`src/rtl/core/qrfp_pkg.sv`:
```
// Shared types, constants and helper functions for the QR function-pattern query.
// No dependencies; used by every module under rtl/core.
`timescale 1ns / 1ps
`default_nettype none
package qrfp_pkg;

  // Widths fixed by the field definitions
  localparam int unsigned VerW   = 6;
  localparam int unsigned EccW   = 2;
  localparam int unsigned MaskW  = 3;
  localparam int unsigned DtypeW = 3;
  localparam int unsigned CoordW = 8;
  localparam int unsigned CfgIdxW  = 2;
  localparam int unsigned CfgDataW = 6;

  localparam int unsigned MaxVersionDef = 40;

  // Configuration register indexes
  typedef enum logic [CfgIdxW-1:0] {
    CFG_VERSION = 2'd0,
    CFG_ECC     = 2'd1,
    CFG_MASK    = 2'd2,
    CFG_DTYPE   = 2'd3
  } cfg_idx_e;

  // Data-type corner codes
  localparam logic [DtypeW-1:0] DT_NONE   = 3'd0;
  localparam logic [DtypeW-1:0] DT_S2_S2  = 3'd1;
  localparam logic [DtypeW-1:0] DT_S2_S1  = 3'd2;
  localparam logic [DtypeW-1:0] DT_S1_S1  = 3'd3;
  localparam logic [DtypeW-1:0] DT_S1_S2  = 3'd4;

  // Symbol geometry and format settings handed to the evaluator
  typedef struct packed {
    logic [VerW-1:0]   ver;    // clamped version
    logic [CoordW-1:0] side;   // 4*ver+17
    logic [EccW-1:0]   ecc;
    logic [MaskW-1:0]  mask;
    logic [DtypeW-1:0] dtype;
  } geom_t;

  // Finder pattern lookup on a local 0..6 coordinate pair
  function automatic logic finder_hit(logic [2:0] a, logic [2:0] b);
    logic edge_a;
    logic edge_b;
    logic core_a;
    logic core_b;
    edge_a = (a == 3'd0) || (a == 3'd6);
    edge_b = (b == 3'd0) || (b == 3'd6);
    core_a = (a >= 3'd2) && (a <= 3'd4);
    core_b = (b >= 3'd2) && (b <= 3'd4);
    return edge_a || edge_b || (core_a && core_b);
  endfunction

  function automatic logic [CoordW-1:0] abs_diff(logic [CoordW-1:0] a,
                                                 logic [CoordW-1:0] b);
    return (a > b) ? (a - b) : (b - a);
  endfunction

  // Alignment ring: Chebyshev distance of 0 or 2 from the centre
  function automatic logic ring_hit(logic [CoordW-1:0] dr, logic [CoordW-1:0] dc);
    return ((dr == 8'd0) && (dc == 8'd0)) ||
           ((dr == 8'd2) && (dc <= 8'd2)) ||
           ((dc == 8'd2) && (dr <= 8'd2));
  endfunction

endpackage
`default_nettype wire

```
`src/rtl/core/qr_function_pattern_module_top.sv`:
```
// done_o and the result come from the result register, fed by the input register that
// captures each start transfer.
// Throughput: one query per cycle; busy stays low, start may be high every cycle.
// Set by one input register and one result register around combinational logic.
// Reset clears the configuration (version 1, other codes 0) and the valid flags.
// The receiver cannot stall: each result is shown for exactly one cycle.
// Top level of the QR function-pattern query; depends on qrfp_pkg, qrfp_cfg, qrfp_eval.
`timescale 1ns / 1ps
`default_nettype none
module qr_function_pattern_module_top
  import qrfp_pkg::*;
#(
  parameter int unsigned MAX_VERSION = MaxVersionDef
) (
  input  wire logic                clk_i,
  input  wire logic                rst_ni,
  input  wire logic                start,
  output logic                     busy,
  input  wire logic [CoordW-1:0]   row_i,
  input  wire logic [CoordW-1:0]   col_i,
  output logic                     done_o,
  output logic                     dark_o,
  output logic                     out_of_range_o,
  input  wire logic                cfg_we_i,
  input  wire logic [CfgIdxW-1:0]  cfg_idx_i,
  input  wire logic [CfgDataW-1:0] cfg_wdata_i
);

  geom_t             geom;
  logic              in_vld_q;
  logic [CoordW-1:0] row_q, col_q;
  logic              dark_d, oor_d;
  logic              done_q, dark_q, oor_q;
  logic              take;

  // Never stalls the sender
  assign busy = 1'b0;
  assign take = start && !busy;

  qrfp_cfg #(
    .MAX_VERSION(MAX_VERSION)
  ) u_cfg (
    .clk_i      (clk_i),
    .rst_ni     (rst_ni),
    .cfg_we_i   (cfg_we_i),
    .cfg_idx_i  (cfg_idx_i),
    .cfg_wdata_i(cfg_wdata_i),
    .geom_o     (geom)
  );

  // Capture the query on each transfer
  always_ff @(posedge clk_i or negedge rst_ni) begin
    if (!rst_ni) begin
      in_vld_q <= 1'b0;
    end else begin
      in_vld_q <= take;
    end
  end

  always_ff @(posedge clk_i) begin
    if (take) begin
      row_q <= row_i;
      col_q <= col_i;
    end
  end

  qrfp_eval u_eval (
    .row_i         (row_q),
    .col_i         (col_q),
    .geom_i        (geom),
    .dark_o        (dark_d),
    .out_of_range_o(oor_d)
  );

  // Register the result and its strobe
  always_ff @(posedge clk_i or negedge rst_ni) begin
    if (!rst_ni) begin
      done_q <= 1'b0;
    end else begin
      done_q <= in_vld_q;
    end
  end

  always_ff @(posedge clk_i) begin
    if (in_vld_q) begin
      dark_q <= dark_d;
      oor_q  <= oor_d;
    end
  end

  assign done_o         = done_q;
  assign dark_o         = dark_q;
  assign out_of_range_o = oor_q;

endmodule
`default_nettype wire

```
`src/rtl/core/qrfp_cfg.sv`:
```
// Configuration register file: version, ECC level, mask and data-type codes.
// Clamps the version and derives the side length. Depends on qrfp_pkg.
`timescale 1ns / 1ps
`default_nettype none
module qrfp_cfg
  import qrfp_pkg::*;
#(
  parameter int unsigned MAX_VERSION = MaxVersionDef
) (
  input  wire logic                clk_i,
  input  wire logic                rst_ni,
  input  wire logic                cfg_we_i,
  input  wire logic [CfgIdxW-1:0]  cfg_idx_i,
  input  wire logic [CfgDataW-1:0] cfg_wdata_i,
  output geom_t                    geom_o
);

  logic [VerW-1:0]   ver_q;
  logic [EccW-1:0]   ecc_q;
  logic [MaskW-1:0]  mask_q;
  logic [DtypeW-1:0] dtype_q;
  logic [VerW-1:0]   ver_clamped;

  // Take register writes
  always_ff @(posedge clk_i or negedge rst_ni) begin
    if (!rst_ni) begin
      ver_q   <= VerW'(1);
      ecc_q   <= '0;
      mask_q  <= '0;
      dtype_q <= DT_NONE;
    end else if (cfg_we_i) begin
      unique case (cfg_idx_e'(cfg_idx_i))
        CFG_VERSION: ver_q   <= cfg_wdata_i[VerW-1:0];
        CFG_ECC:     ecc_q   <= cfg_wdata_i[EccW-1:0];
        CFG_MASK:    mask_q  <= cfg_wdata_i[MaskW-1:0];
        CFG_DTYPE:   dtype_q <= cfg_wdata_i[DtypeW-1:0];
        default:     ;
      endcase
    end
  end

  // Clamp version into 1..MAX_VERSION
  always_comb begin
    if (ver_q == '0) begin
      ver_clamped = VerW'(1);
    end else if (ver_q > VerW'(MAX_VERSION)) begin
      ver_clamped = VerW'(MAX_VERSION);
    end else begin
      ver_clamped = ver_q;
    end
  end

  assign geom_o.ver   = ver_clamped;
  assign geom_o.side  = {ver_clamped, 2'b00} + CoordW'(17);
  assign geom_o.ecc   = ecc_q;
  assign geom_o.mask  = mask_q;
  assign geom_o.dtype = dtype_q;

endmodule
`default_nettype wire

```
`src/rtl/core/qrfp_eval.sv`:
```
// Combinational module classifier: finders, alignment, timing, dark module, format and corner bits.
// Depends on qrfp_pkg.
`timescale 1ns / 1ps
`default_nettype none
module qrfp_eval
  import qrfp_pkg::*;
(
  input  wire logic [CoordW-1:0] row_i,
  input  wire logic [CoordW-1:0] col_i,
  input  geom_t                  geom_i,
  output logic                   dark_o,
  output logic                   out_of_range_o
);

  logic [CoordW-1:0] side;
  logic [CoordW-1:0] sm1, sm2, sm3, sm4, sm5, sm7, sm8;
  logic [CoordW-1:0] g1;
  logic [CoordW-1:0] dr0, dr1, dr2, dc0, dc1, dc2;
  logic [CoordW-1:0] row_bl, col_tr;
  logic              finder, align, timing, dark_mod, fmt, corner;
  logic              align_on, align_single, align_grid;

  assign side = geom_i.side;
  assign sm1  = side - CoordW'(1);
  assign sm2  = side - CoordW'(2);
  assign sm3  = side - CoordW'(3);
  assign sm4  = side - CoordW'(4);
  assign sm5  = side - CoordW'(5);
  assign sm7  = side - CoordW'(7);
  assign sm8  = side - CoordW'(8);

  assign out_of_range_o = (row_i >= side) || (col_i >= side);

  // Finder patterns: top-left, bottom-left, top-right (pattern is mirror symmetric)
  assign row_bl = row_i - sm7;
  assign col_tr = col_i - sm7;
  always_comb begin
    finder = 1'b0;
    if ((row_i < 8'd7) && (col_i < 8'd7)) begin
      finder = finder_hit(row_i[2:0], col_i[2:0]);
    end
    if ((row_i >= sm7) && (col_i < 8'd7)) begin
      finder = finder | finder_hit(row_bl[2:0], col_i[2:0]);
    end
    if ((row_i < 8'd7) && (col_i >= sm7)) begin
      finder = finder | finder_hit(row_i[2:0], col_tr[2:0]);
    end
  end

  // Alignment centres: grid {6, 2v+8, side-7}; v%7 equals v-7 over versions 7..13
  assign g1  = CoordW'({geom_i.ver, 1'b0}) + CoordW'(8);
  assign dr0 = abs_diff(row_i, CoordW'(6));
  assign dr1 = abs_diff(row_i, g1);
  assign dr2 = abs_diff(row_i, sm7);
  assign dc0 = abs_diff(col_i, CoordW'(6));
  assign dc1 = abs_diff(col_i, g1);
  assign dc2 = abs_diff(col_i, sm7);

  assign align_on     = (geom_i.ver >= VerW'(2)) && (geom_i.ver <= VerW'(13));
  assign align_single = ring_hit(dr2, dc2);
  // Skip the centres that land on the finders
  assign align_grid   = ring_hit(dr0, dc1) || ring_hit(dr1, dc0) || ring_hit(dr1, dc1) ||
                        ring_hit(dr1, dc2) || ring_hit(dr2, dc1) || ring_hit(dr2, dc2);
  assign align = align_on &&
                 ((geom_i.ver < VerW'(7)) ? align_single : align_grid);

  // Timing lines on row and column 6
  assign timing = ((row_i == 8'd6) && (col_i >= 8'd7) && (col_i < sm7) && !col_i[0]) ||
                  ((col_i == 8'd6) && (row_i >= 8'd7) && (row_i < sm7) && !row_i[0]);

  assign dark_mod = (row_i == sm8) && (col_i == 8'd8);

  // Format bits: ECC level and mask
  always_comb begin
    fmt = 1'b0;
    if (geom_i.ecc[0] && (((row_i == 8'd8) && (col_i == 8'd1)) ||
                          ((row_i == sm2) && (col_i == 8'd8)))) fmt = 1'b1;
    if (geom_i.ecc[1] && (((row_i == 8'd8) && (col_i == 8'd0)) ||
                          ((row_i == sm1) && (col_i == 8'd8)))) fmt = 1'b1;
    if (geom_i.mask[0] && (((row_i == 8'd8) && (col_i == 8'd4)) ||
                           ((row_i == sm5) && (col_i == 8'd8)))) fmt = 1'b1;
    if (geom_i.mask[1] && (((row_i == 8'd8) && (col_i == 8'd3)) ||
                           ((row_i == sm4) && (col_i == 8'd8)))) fmt = 1'b1;
    if (geom_i.mask[2] && (((row_i == 8'd8) && (col_i == 8'd2)) ||
                           ((row_i == sm3) && (col_i == 8'd8)))) fmt = 1'b1;
  end

  // Data-type corner module
  always_comb begin
    unique case (geom_i.dtype)
      DT_S2_S2: corner = (row_i == sm2) && (col_i == sm2);
      DT_S2_S1: corner = (row_i == sm2) && (col_i == sm1);
      DT_S1_S1: corner = (row_i == sm1) && (col_i == sm1);
      DT_S1_S2: corner = (row_i == sm1) && (col_i == sm2);
      default:  corner = 1'b0;
    endcase
  end

  assign dark_o = !out_of_range_o &&
                  (finder || align || timing || dark_mod || fmt || corner);

endmodule
`default_nettype wire

```
`config.mk`:
```
export PLATFORM = sky130hd
export DESIGN_NAME = qr_function_pattern_module_top
export DESIGN_NICKNAME = d
export VERILOG_FILES = /design/src/rtl/core/qrfp_pkg.sv /design/src/rtl/core/qr_function_pattern_module_top.sv /design/src/rtl/core/qrfp_cfg.sv /design/src/rtl/core/qrfp_eval.sv
export SDC_FILE = /design/constraint.sdc
export NUM_CORES = 1
export LEC_CHECK = 0
export ABC_AREA = 1
export BUFFER_PORTS_ARGS = -buffer_cell sky130_fd_sc_hd__buf_2
export CAP_MARGIN = 0
export CORE_MARGIN = 2
export CORE_UTILIZATION = 27
export CTS_CLUSTER_SIZE = 16
export DETAILED_ROUTE_END_ITERATION = 8
export GPL_TIMING_DRIVEN = 0
export HOLD_SLACK_MARGIN = 0.1
export SLEW_MARGIN = 20
export SYNTH_ARGS = -nofsm -noshare
export SYNTH_HDL_FRONTEND = slang
export SYNTH_SLANG_ARGS = --single-unit
```
`constraint.sdc`:
```
create_clock -name clk_i -period 9.5 [get_ports clk_i]
set_input_delay 0.95 -clock clk_i [delete_from_list [all_inputs] [get_ports clk_i]]
set_output_delay 0.95 -clock clk_i [all_outputs]
set_load 0.05 [all_outputs]
```
[After elaboration in Yosys (flattened, before gate mapping)]
Index checks and enable logic that the tools add are counted.
Storage, ports and cells
  register bits: 34
  input port bits: 28
  output and inout port bits: 4
  word-level logic and storage cells: 234
Operators by class
  $add $sub $neg: 21
  order comparisons: 34
  equal/unequal tests: 33
  multiplexer cells: 18
  bitwise operators: 2
  reduce and logical (&&, ||, !) cells: 116
Operators with widths (number)
  == test 8 x 2 -> 1 bit, second input constant: 8
  == test 8 bit: 8
  subtractor 8 bit: 8
  logical AND 1 bit: 57
  logical NOT 8 bit: 7
  <= comparator 8 x 2 -> 1 bit, second input constant: 6
  2-to-1 mux 8 bit: 6
  subtractor 8 x 3 -> 8 bit, second input constant: 5
  logical OR 1 bit: 39
  greater-or-equal comparator 8 bit: 4
  greater-than comparator 8 bit: 4
  == test 8 x 3 -> 1 bit, second input constant: 3
  == test 8 x 4 -> 1 bit, second input constant: 2
  greater-or-equal comparator 8 x 3 -> 1 bit, second input constant: 2
  greater-than comparator 8 x 3 -> 1 bit, second input constant: 2
  less-than comparator 8 x 3 -> 1 bit, second input constant: 2
  less-than comparator 8 bit: 2
  subtractor 3 x 8 -> 8 bit, first input constant: 2
  subtractor 8 x 2 -> 8 bit, second input constant: 2
  == test 3 bit, second input constant: 5
  greater-or-equal comparator 3 x 2 -> 1 bit, second input constant: 4
  <= comparator 3 bit, second input constant: 4
  logical NOT 3 bit: 4
  2-to-1 mux 6 bit: 2
  20 further kinds: 36

[Logic depth before layout (Yosys ltp)]
Gate-level depths: netlist of the first run.
  word-level depth: 23
  depth in mapped cells: 36
  mapped depth without buffers: 35

[Modules after synthesis]
A second synthesis of the first run with hierarchy kept.
Unflattened totals
  cell total of the unflattened synthesis: 1113
  area, all modules: 7190.6 um^2
Modules (own cells, without submodules)
  qrfp_eval: times used 1, cells each 1006, area each 5878.1 um^2, sequential area each 0.0 um^2
  qrfp_cfg: times used 1, cells each 85, area each 710.7 um^2, sequential area each 351.6 um^2
  qr_function_pattern_module_top: times used 1, cells each 22, area each 601.8 um^2, sequential area each 590.6 um^2

[Worst setup path before layout of the first run]
Ideal clock, no wire load.
  kind: register -> register
  start: register u_cfg.ver_q[2]
  end: register dark_q (netlist: dark_o), data pin
  library setup time: 0.255 ns
  arrival time: 4.082 ns
  data required time: 9.245 ns
  slack: 5.163 ns
  cell stages (with the launch flop): 37
  path buffers: 1
  period minus slack after synthesis: 4.337 ns
  path through: dfrtp_1 -> inv_1 -> nand2_1 -> nand3_1 -> nand2_1 -> nor2_1 -> inv_1 -> ha_1 -> inv_1 -> nor2_1 -> nor2_1 -> inv_1 -> ha_1 -> clkbuf_1 -> nand2_1 -> inv_1 -> nand2_1 -> nand3_1 -> nand2_1 -> nand2_1 -> nand2_2 -> nand2_2 -> nand2_4 -> nand2_1 -> nand2_1 -> nand3_1 -> nor2_4 -> nand2_1 -> nand2_1 -> nand2_1 -> nand2_1 -> nor2_1 -> nand2_1 -> nand2_1 -> nand2_1 -> nand2_1 -> a21oi_2
Between the ends
  longest elaborated chain between the ends: 23
  elaborated cells on any way between the ends: 159
  those cells by class: add/sub (17); order compare (22); eq/ne (14); mux (15); bitwise (2); reduce/logical (89)
RTL lines
  start, declared: RTL line qrfp_cfg.sv:18  | logic [VerW-1:0] ver_q;
  start signal, assigned: RTL line qrfp_cfg.sv:27  | ver_q <= VerW'(1);
  start signal, assigned: RTL line qrfp_cfg.sv:33  | CFG_VERSION: ver_q <= cfg_wdata_i[VerW-1:0];
  greater-than comparator 6 bit: RTL line qrfp_cfg.sv:46  | end else if (ver_q > VerW'(MAX_VERSION)) begin
  2-to-1 mux 6 bit: RTL line qrfp_cfg.sv:46
  2-to-1 mux 6 bit *: RTL line qrfp_cfg.sv:44  | if (ver_q == '0) begin
  parallel branches: the longest is 19 deep, another holds adder 8 x 5 -> 8 bit
  logical AND 1 bit *: RTL line qrfp_eval.sv:99  | assign dark_o = !out_of_range_o &&
  named net dark_d: RTL line qr_function_pattern_module_top.sv:32  | logic dark_d, oor_d;
  end signal, assigned: RTL line qr_function_pattern_module_top.sv:86  | dark_q <= dark_d;
  end, declared: RTL line qr_function_pattern_module_top.sv:33  | logic done_q, dark_q, oor_q;
Mark *: on every way through the listed nets, which the timed path passes.
A chain may end at the register's enable or synchronous reset.

[Worst setup path after layout of the first run]
Same ends and word-level chain as after synthesis.

==> results.toml, run 1 <==
[place]
gp_congestion = 0.908
place_area_um2 = 6320
port_buffers = 30
hpwl_um = 13800
place_ws_ps = 3400

[synthesis]
ys_ff_latch = 34
synth-seq-area-share_pct = 16.2
netlist_instances = 892
ys_types = 53
synth_edf_count = 18
synthFlopType = "edfxtp_1"
syn_area_um2 = 5820
async_reset_ff_share_pct = 47.1
yosys_warnings = 0
syn_area_per_cell_um2 = 6.52

[critical_path]
start_kind = "flip-flop"
worstSetupStartpoint = "u_cfg.ver_q[2]$_DFFE_PN0P_"
timing.rr.end = "dark_o$_DFFE_PP_"
crit_path_end = "dark_o$_DFFE_PP_"
end_kind = "flip-flop"
reg2regPathDepth = 29
rr_startpoint = "u_cfg.ver_q[2]$_DFFE_PN0P_"
required_ps = 9630
critical_path_class = "reg -> reg"
cpPeakStageDelay_ps = 850
rrSetupSlack_ps = 3250
cp_common_cell = "nand2_1"
crit_fanout = 10
worstPathArrival_ps = 6380
crit_path_top_delay_cell = "nor2_1"

[cells_and_area]
layout-drive-gt1-share_pct = 9.02
final_nets = 1049
area_growth_pct = 11.4
final_cell_mix = "nand2_1 (235), inv_1 (115), ha_1 (85), nor2_1 (83), nand3_1 (75)"
layout_commonest_cell = "nand2_1"
diodes = 0
nFillCells = 2369
final_area_um2 = 6480

[timing]
holdWs_ps = 436
min_period_over_period_pct = 65.8
setup_slack_ps = 3250
grt_setup_unrepaired = "no"
fin_skew_ps = 5.46
finalHoldViolCount = 0
final-setup-viol-count = 0
slew_headroom_pct = 25.5
worst_slew_pin_slew_ps = 1110
setup-tns-final_ps = 0
max_freq_mhz = 160
fin_crit_ps = 6250
final_max_slew_viol_count = 0

[global_routing]
track_usage_pct = 15.6
grt_pass1_vias = 5567
grt_max_degree = 18
grt_pass1_wl_um = 28000
overflow = 0
antenna_found_initial = 0

[clock_network]
ctsHtreeMaxLevel = 2
cts.sink_count = 34
cts.repair.resized = 0
cts_max_path_buffers = 2
cts_tree = "yes"
insertion_delay_ps = 280
cts.clk_slew.worst_paths_ps = 50
postCtsHoldBufs = 0
postCtsSetupRepairBufs = 0
cts-root-buf = "clkbuf_16"
cts_made_buffers = 5

[floorplan]
die_y_um = 151
io_pins = 32
start_util_pct = 27.6
chipWidth_um = 151
rows = 53
die_area_um2 = 22700
coreArea_um2 = 21100

[power_and_ir_drop]
internal_power_mw = 0.559
vdd_ir_drop_max_mv = 0.111
switching_share_pct = 51.5
p_seq_share_pct = 17.7
switchingPower_mw = 0.592
p_per_area_nw_per_um2 = 178
p_clk_share_pct = 15.5
pwr-share-comb_pct = 66.8
leakagePower_nw = 3.25

[detailed_routing]
wl_per_cell_um = 14.1
wl_met1_um = 7920
wl_met2_um = 7900
post_drt_via_cell_ratio = 4.76
drtPass1Iterations = 5
highest_layer = "met4"
finalWirelength_um = 17100
ant_nets = 0
vias = 5737
drc = 0
route.met3.wl_um = 685
drtIter0Drc = 388

[hold_path]
min_path_type = "reg -> reg"

[flow_run]
maxCapViolCount = 0

[run_status]
status = "finished clean"
cells in the mapped netlist, types with 3 or more instances:
master,count,area (um^2)
nand3b_1,4,30.0
ha_1,85,1060
a21oi_1,49,245
inv_2,6,22.5
a211oi_1,3,22.5
clkbuf_1,8,30.0
dfrtp_1,15,375
o211ai_1,5,37.5
xor2_1,31,272
nand4_1,13,81.3
o21bai_1,5,37.5
nand2_2,11,68.8
or2_2,3,18.8
buf_2,4,20.0
nor3b_1,4,30.0
a31oi_1,4,25.0
o22ai_1,5,31.3
edfxtp_1,18,541
nor2_1,83,312
o21ai_1,5,25.0
fa_1,6,120
nand2_1,235,882
nand3_1,75,375
nor3_1,9,45.0
o21ai_0,43,215
nor2_2,3,18.8
nand2_4,3,33.8
inv_1,115,432
xnor2_1,6,52.6
o2111ai_1,4,35.0
nand3_2,5,50.1
logic make-up after synthesis:
| kind of cell | count (synthesis) | synth area share, % |
|---|---|---|
| buffers and inverters | 136 | 9.05 |
| AND/OR/NAND/NOR | 457 | 35.3 |
| XOR/XNOR | 37 | 5.57 |
| flip-flops | 34 | 16.2 |
| adder cells (fa/ha/maj) | 91 | 20.3 |
| multiplexers | 1 | 0.194 |
| other | 2 | 0.129 |
| AO/OA/AOI/OAI | 134 | 13.2 |
area by class of cell:
class	count	area (um^2)	area share, %
Sequential cell	34	942	14.5
Clock buffer	8	168	2.59
Inverter	122	458	7.06
Buffer	14	68.8	1.06
Tap cell	275	344	5.31
Timing Repair Buffer	30	150	2.32
Multi-Input combinational cell	723	4350	67.1
flip-flops by register name (all words and copies together) (netlist names), 2 cells and up:
signal and cells:
col_q 8, row_q 8, u_cfg.ver_q 6, u_cfg.dtype_q 3, u_cfg.mask_q 3, u_cfg.ecc_q 2
power groups by stage:
| stage | sequential (mW) | combinational, mW | clock, mW |
|---|---|---|---|
| after floorplan | 0.199 | 0.591 | 0 |
| after global placement | 0.205 | 0.756 | 0 |
| after detailed placement | 0.206 | 0.761 | 0 |
| after CTS | 0.203 | 0.765 | 0.184 |
| after global routing | 0.207 | 0.876 | 0.190 |
| final | 0.203 | 0.769 | 0.179 |
worst min path at each step:
stage	startpoint	to	slack (ps)	cells past startpoint
after global placement	in_vld_q$_DFF_PN0_	done_o$_DFF_PN0_	420	0
after global routing	in_vld_q$_DFF_PN0_	done_o$_DFF_PN0_	450	0
after detailed placement	in_vld_q$_DFF_PN0_	done_o$_DFF_PN0_	430	0
after CTS	in_vld_q$_DFF_PN0_	done_o$_DFF_PN0_	440	0
after floorplan	in_vld_q$_DFF_PN0_	done_o$_DFF_PN0_	390	0
final	in_vld_q$_DFF_PN0_	done_o$_DFF_PN0_	440	0
per-layer routing:
| layer | GRT usage, % | vias to the layer above |
|---|---|---|
| li1 | - | 2990 |
| met1 | 20.3 | 2580 |
| met2 | 26.5 | 140 |
| met3 | 1.48 | 27 |
| met4 | 6.31 | 0 |
| met5 | 0 | - |
through the flow:
step | cells | utilization [%] | power [mW]
finish | 1206 | 30.7 | 1.15
global route | 1206 | 30.7 | 1.27
CTS | 1206 | 30.7 | 1.15
detailed placement | 1198 | 30.0 | 0.967
global placement | 1198 | 30.0 | 0.962
floorplan | 893 | - | 0.790
worst max-delay path, delay by kind of cell, from the launching register on:
| kind | cells | cell delay (ps) |
|---|---|---|
| compound gates | 2 | 490 |
| flops | 1 | 460 |
| buf+inv | 5 | 1270 |
| simple gates | 20 | 3000 |
| fa+ha+maj | 2 | 860 |
No activity file was read; power rests on OpenSTA's default activity.
==> run 2, diff against run 1 <==
clock period = 6.55 ns   (was 9.5 ns; I/O delays follow)
==> results.toml, run 2 (synthesis results as in run 1) <==
[detailed_routing]
post_drt_via_cell_ratio = 4.74
finalWirelength_um = 17100
drtIter0Drc = 388
vias = 5722
wl_per_cell_um = 14.1
drtPass1Iterations = 5
ant_nets = 0
drc = 0

[global_routing]
grt_pass1_vias = 5567
antenna_found_initial = 0
grt_pass1_wl_um = 28000
overflow = 0
track_usage_pct = 15.6
grt_max_degree = 18

[power_and_ir_drop]
internal_power_mw = 0.811
totalPowerFinal_mw = 1.67
pwr-share-comb_pct = 66.8
switching_share_pct = 51.5
leakagePower_nw = 3.25
p_clk_share_pct = 15.5
p_seq_share_pct = 17.7
switchingPower_mw = 0.859
p_per_area_nw_per_um2 = 257
vdd_ir_drop_max_mv = 0.161

[timing]
fin_crit_ps = 5890
holdWs_ps = 276
setup-tns-final_ps = 0
final-setup-viol-count = 0
worst_slew_pin_slew_ps = 946
grt_setup_unrepaired = "no"
min_period_over_period_pct = 90.0
final_max_slew_viol_count = 0
setup_slack_ps = 657
fin_skew_ps = 5.47
finalHoldViolCount = 0
max_freq_mhz = 170
slew_headroom_pct = 36.9

[cells_and_area]
diodes = 0
layout_commonest_cell = "nand2_1"
largest_registers = "col_q x8, row_q x8, u_cfg.ver_q x6"
final_cell_mix = "nand2_1 (235), inv_1 (115), ha_1 (85), nor2_1 (82), nand3_1 (75)"
area_growth_pct = 11.5
final_nets = 1049
multiInputGateArea_um2 = 4360
nFillCells = 2368
layout-drive-gt1-share_pct = 9.13
seq_area_um2 = 942

[clock_network]
cts.sink_count = 34
cts_max_path_buffers = 2
cts-root-buf = "clkbuf_16"
cts.clk_slew.worst_paths_ps = 60
postCtsSetupRepairBufs = 0
insertion_delay_ps = 280
cts_tree = "yes"
ctsHtreeMaxLevel = 2
cts_made_buffers = 5

[critical_path]
timing.rr.end = "dark_o$_DFFE_PP_"
required_ps = 6680
crit_path_top_delay_cell = "nor2_2"
worstSetupStartpoint = "u_cfg.ver_q[2]$_DFFE_PN0P_"
reg2regPathDepth = 29
rr_startpoint = "u_cfg.ver_q[2]$_DFFE_PN0P_"
crit_fanout = 10
cpPeakStageDelay_ps = 550
worstPathArrival_ps = 6020
end_kind = "flip-flop"
start_kind = "flip-flop"
rrSetupSlack_ps = 660
critical_path_class = "reg -> reg"
cp_common_cell = "nand2_1"

[place]
hpwl_um = 13800
place_ws_ps = 455
gp_congestion = 0.908
port_buffers = 30

[floorplan]
coreArea_um2 = 21100
rows = 53
die_y_um = 151
io_pins = 32
die_area_um2 = 22700
chipWidth_um = 151
start_util_pct = 27.6

[flow_run]
maxCapViolCount = 0

[run_status]
status = "finished clean"

[hold_path]
min_path_type = "in -> async"
-- run 2: cell count changes in the layout (fill, tap and decap cells not counted) --
cell,previous run,this run
nor2_1,83,82
nor2_2,3,4
-- run 2: power groups by stage --
stage	Sequential (mW)	Combinational [mW]	Clock, mW
6_report	0.295	1.12	0.259
5_1_grt	0.300	1.27	0.275
4_1_cts	0.295	1.11	0.268
3_5_place_dp	0.298	1.10	0
3_3_place_gp	0.298	1.10	0
2_1_floorplan	0.289	0.857	0
-- run 2: cell type report --
| class | instances | share of cell area (%) |
|---|---|---|
| well taps | 275 | 5.30 |
| repair buffers | 30 | 2.31 |
| multi-input cells | 723 | 67.1 |
| clock buffers | 8 | 2.58 |
| plain buffers | 14 | 1.06 |
| flip-flops and latches | 34 | 14.5 |
| inverters | 122 | 7.06 |
-- run 2: routing by layer --
| layer | part of all wire, % | vias to the layer above | routed length [um] | global-route usage (%) |
|---|---|---|---|---|
| li1 | - | 2988 | - | - |
| met1 | 47 | 2573 | 7950 | 20.3 |
| met2 | 46 | 134 | 7910 | 26.5 |
| met3 | 3.9 | 27 | 657 | 1.48 |
| met4 | 3.2 | 0 | 543 | 6.31 |
| met5 | 0 | - | 0 | 0 |
-- run 2: metrics by stage --
stage / instances / utilization [%] / cell area (um^2)
final: 1206 / 30.8 / 6490
after floorplan: 893 / - / 5820
after detailed placement: 1198 / 30.0 / 6320
after global routing: 1206 / 30.8 / 6490
after CTS: 1206 / 30.7 / 6480
after global placement: 1198 / 30.0 / 6320
-- run 2: critical path: cells and delay by family (launching register included) --
kind | cells | cell delay, ps
DFF | 1 | 460
AOI/OAI and AO/OA | 2 | 490
and+or+nand+nor | 20 | 2720
buffers and inverters | 5 | 1240
adders and majority gates | 2 | 830
-- run 2: how the worst max path moves through the flow --
stage / slack (ps) / endpoint / cells past startpoint
detailed placement: 450 / dark_o$_DFFE_PP_ / 29
global placement: 430 / dark_o$_DFFE_PP_ / 29
CTS: 420 / dark_o$_DFFE_PP_ / 29
finish: 660 / dark_o$_DFFE_PP_ / 29
floorplan: 2210 / dark_o$_DFFE_PP_ / 36
global route: 270 / dark_o$_DFFE_PP_ / 29
-- run 2: timing repair --
action | 4_1_cts | 5_1_grt
hold buffers | 0 | 0
endpoints found under the setup margin | 0 | 1
gates resized for setup | 0 | 1
==> run 3, diff against run 2 <==
CTS_BUF_LIST = sky130_fd_sc_hd__clkbuf_4 sky130_fd_sc_hd__clkbuf_8   (was unset)
==> results.toml, run 3 (synthesis results as in run 1) <==
[timing]
finalHoldViolCount = 0
grt_setup_unrepaired = "no"
max_freq_mhz = 169
min_period_over_period_pct = 90.5
slew_headroom_pct = 39.0
fin_crit_ps = 5930
final-setup-viol-count = 0
worst_slew_pin_slew_ps = 915
setup-tns-final_ps = 0
fin_skew_ps = 6.54
final_max_slew_viol_count = 0

[critical_path]
rrSetupSlack_ps = 620
timing.rr.end = "dark_o$_DFFE_PP_"
reg2regPathDepth = 29
end_kind = "flip-flop"
required_ps = 6690
crit_fanout = 10
rr_startpoint = "u_cfg.ver_q[2]$_DFFE_PN0P_"
worstPathArrival_ps = 6070
cpPeakStageDelay_ps = 530
worstSetupStartpoint = "u_cfg.ver_q[2]$_DFFE_PN0P_"
critical_path_class = "reg -> reg"
crit_path_end = "dark_o$_DFFE_PP_"
cp_common_cell = "nand2_1"
crit_path_top_delay_cell = "nor2_2"
start_kind = "flip-flop"

[clock_network]
postCtsHoldBufs = 0
postCtsSetupRepairBufs = 0
cts.clk_slew.worst_paths_ps = 70
ctsHtreeMaxLevel = 2
cts_tree = "yes"
cts.sink_count = 34
insertion_delay_ps = 300
cts.repair.resized = 0
cts_max_path_buffers = 2
cts-root-buf = "clkbuf_8"
cts_made_buffers = 5

[cells_and_area]
final_area_um2 = 6440
layout_commonest_cell = "nand2_1"
nFillCells = 2375
area_growth_pct = 10.7
instances_no_fill = 1206
diodes = 0
multiInputGateArea_um2 = 4360
layout-drive-gt1-share_pct = 9.24
final_nets = 1049
largest_registers = "col_q x8, row_q x8, u_cfg.ver_q x6"
seq_area_um2 = 942
final_util_pct = 30.5
final_cell_mix = "nand2_1 (235), inv_1 (115), ha_1 (85), nor2_1 (82), nand3_1 (75)"

[place]
hpwl_um = 13800
place_area_um2 = 6320
gp_congestion = 0.908
place_inst = 1198
port_buffers = 30

[detailed_routing]
post_drt_via_cell_ratio = 4.76
wl_per_cell_um = 14.1
vias = 5740
drc = 0
drtIter0Drc = 430
finalWirelength_um = 17000
ant_nets = 0
drtPass1Iterations = 5

[power_and_ir_drop]
leakagePower_nw = 3.23
pwr-share-comb_pct = 69.0
switchingPower_mw = 0.851
totalPowerFinal_mw = 1.62
p_seq_share_pct = 18.2
internal_power_mw = 0.764
p_per_area_nw_per_um2 = 251
switching_share_pct = 52.7
p_clk_share_pct = 12.7
vdd_ir_drop_max_mv = 0.137

[floorplan]
die_y_um = 151
coreArea_um2 = 21100
die_area_um2 = 22700
chipWidth_um = 151
start_util_pct = 27.6
io_pins = 32
rows = 53

[flow_run]
maxCapViolCount = 0

[global_routing]
grt_pass1_wl_um = 27900
grt_pass1_vias = 5564
track_usage_pct = 15.5
grt_max_degree = 18
antenna_found_initial = 0
overflow = 0

[run_status]
status = "finished clean"

[hold_path]
min_path_type = "in -> async"
[run 3: how the worst min path moves through the flow]
stage / startpoint / end / slack, ps / cells past startpoint
6_report: rst_ni / u_cfg.ecc_q[0]$_DFFE_PN0P_ / 250 / 1
3_5_place_dp: in_vld_q$_DFF_PN0_ / done_o$_DFF_PN0_ / 430 / 0
2_1_floorplan: rst_ni / done_o$_DFF_PN0_ / 360 / 0
5_1_grt: rst_ni / u_cfg.ecc_q[0]$_DFFE_PN0P_ / 280 / 1
4_1_cts: rst_ni / u_cfg.ecc_q[0]$_DFFE_PN0P_ / 260 / 1
3_3_place_gp: in_vld_q$_DFF_PN0_ / done_o$_DFF_PN0_ / 420 / 0
[run 3: area by class of cell]
class,count,area share (%)
multi-input combinational,723,67.6
inverter,122,7.11
tap,275,5.34
sequential,34,14.6
buffer,14,1.07
clock buffer,7,1.40
timing repair buffer,30,2.33
clock inverter,1,0.466
[run 3: metal layers]
| metal | GRT usage, % | wire length, um | share of wire [%] | vias to the layer above |
|---|---|---|---|---|
| li1 | - | - | - | 2992 |
| met1 | 20.3 | 7900 | 46 | 2583 |
| met2 | 26.5 | 7850 | 46 | 134 |
| met3 | 1.30 | 675 | 4.0 | 31 |
| met4 | 6.17 | 580 | 3.4 | 0 |
| met5 | 0 | 0 | 0 | - |
[run 3: power groups by stage]
stage	logic (mW)	clock network [mW]	registers, mW
after floorplan	0.857	0	0.289
after global placement	1.10	0	0.298
after detailed placement	1.10	0	0.298
after CTS	1.11	0.213	0.294
after global routing	1.27	0.218	0.300
final	1.11	0.206	0.295
[run 3: metrics by stage]
step	hold slack [ps]	setup slack [ps]
CTS	255	411
floorplan	359	2210
finish	254	619
detailed placement	425	455
global route	276	262
global placement	420	431
[run 3: worst max-delay path, delay by kind of cell (launching register included)]
kind,cells,cell delay [ps]
simple gates,20,2730
buf+inv,5,1250
fa+ha+maj,2,830
compound gates,2,500
flops,1,460
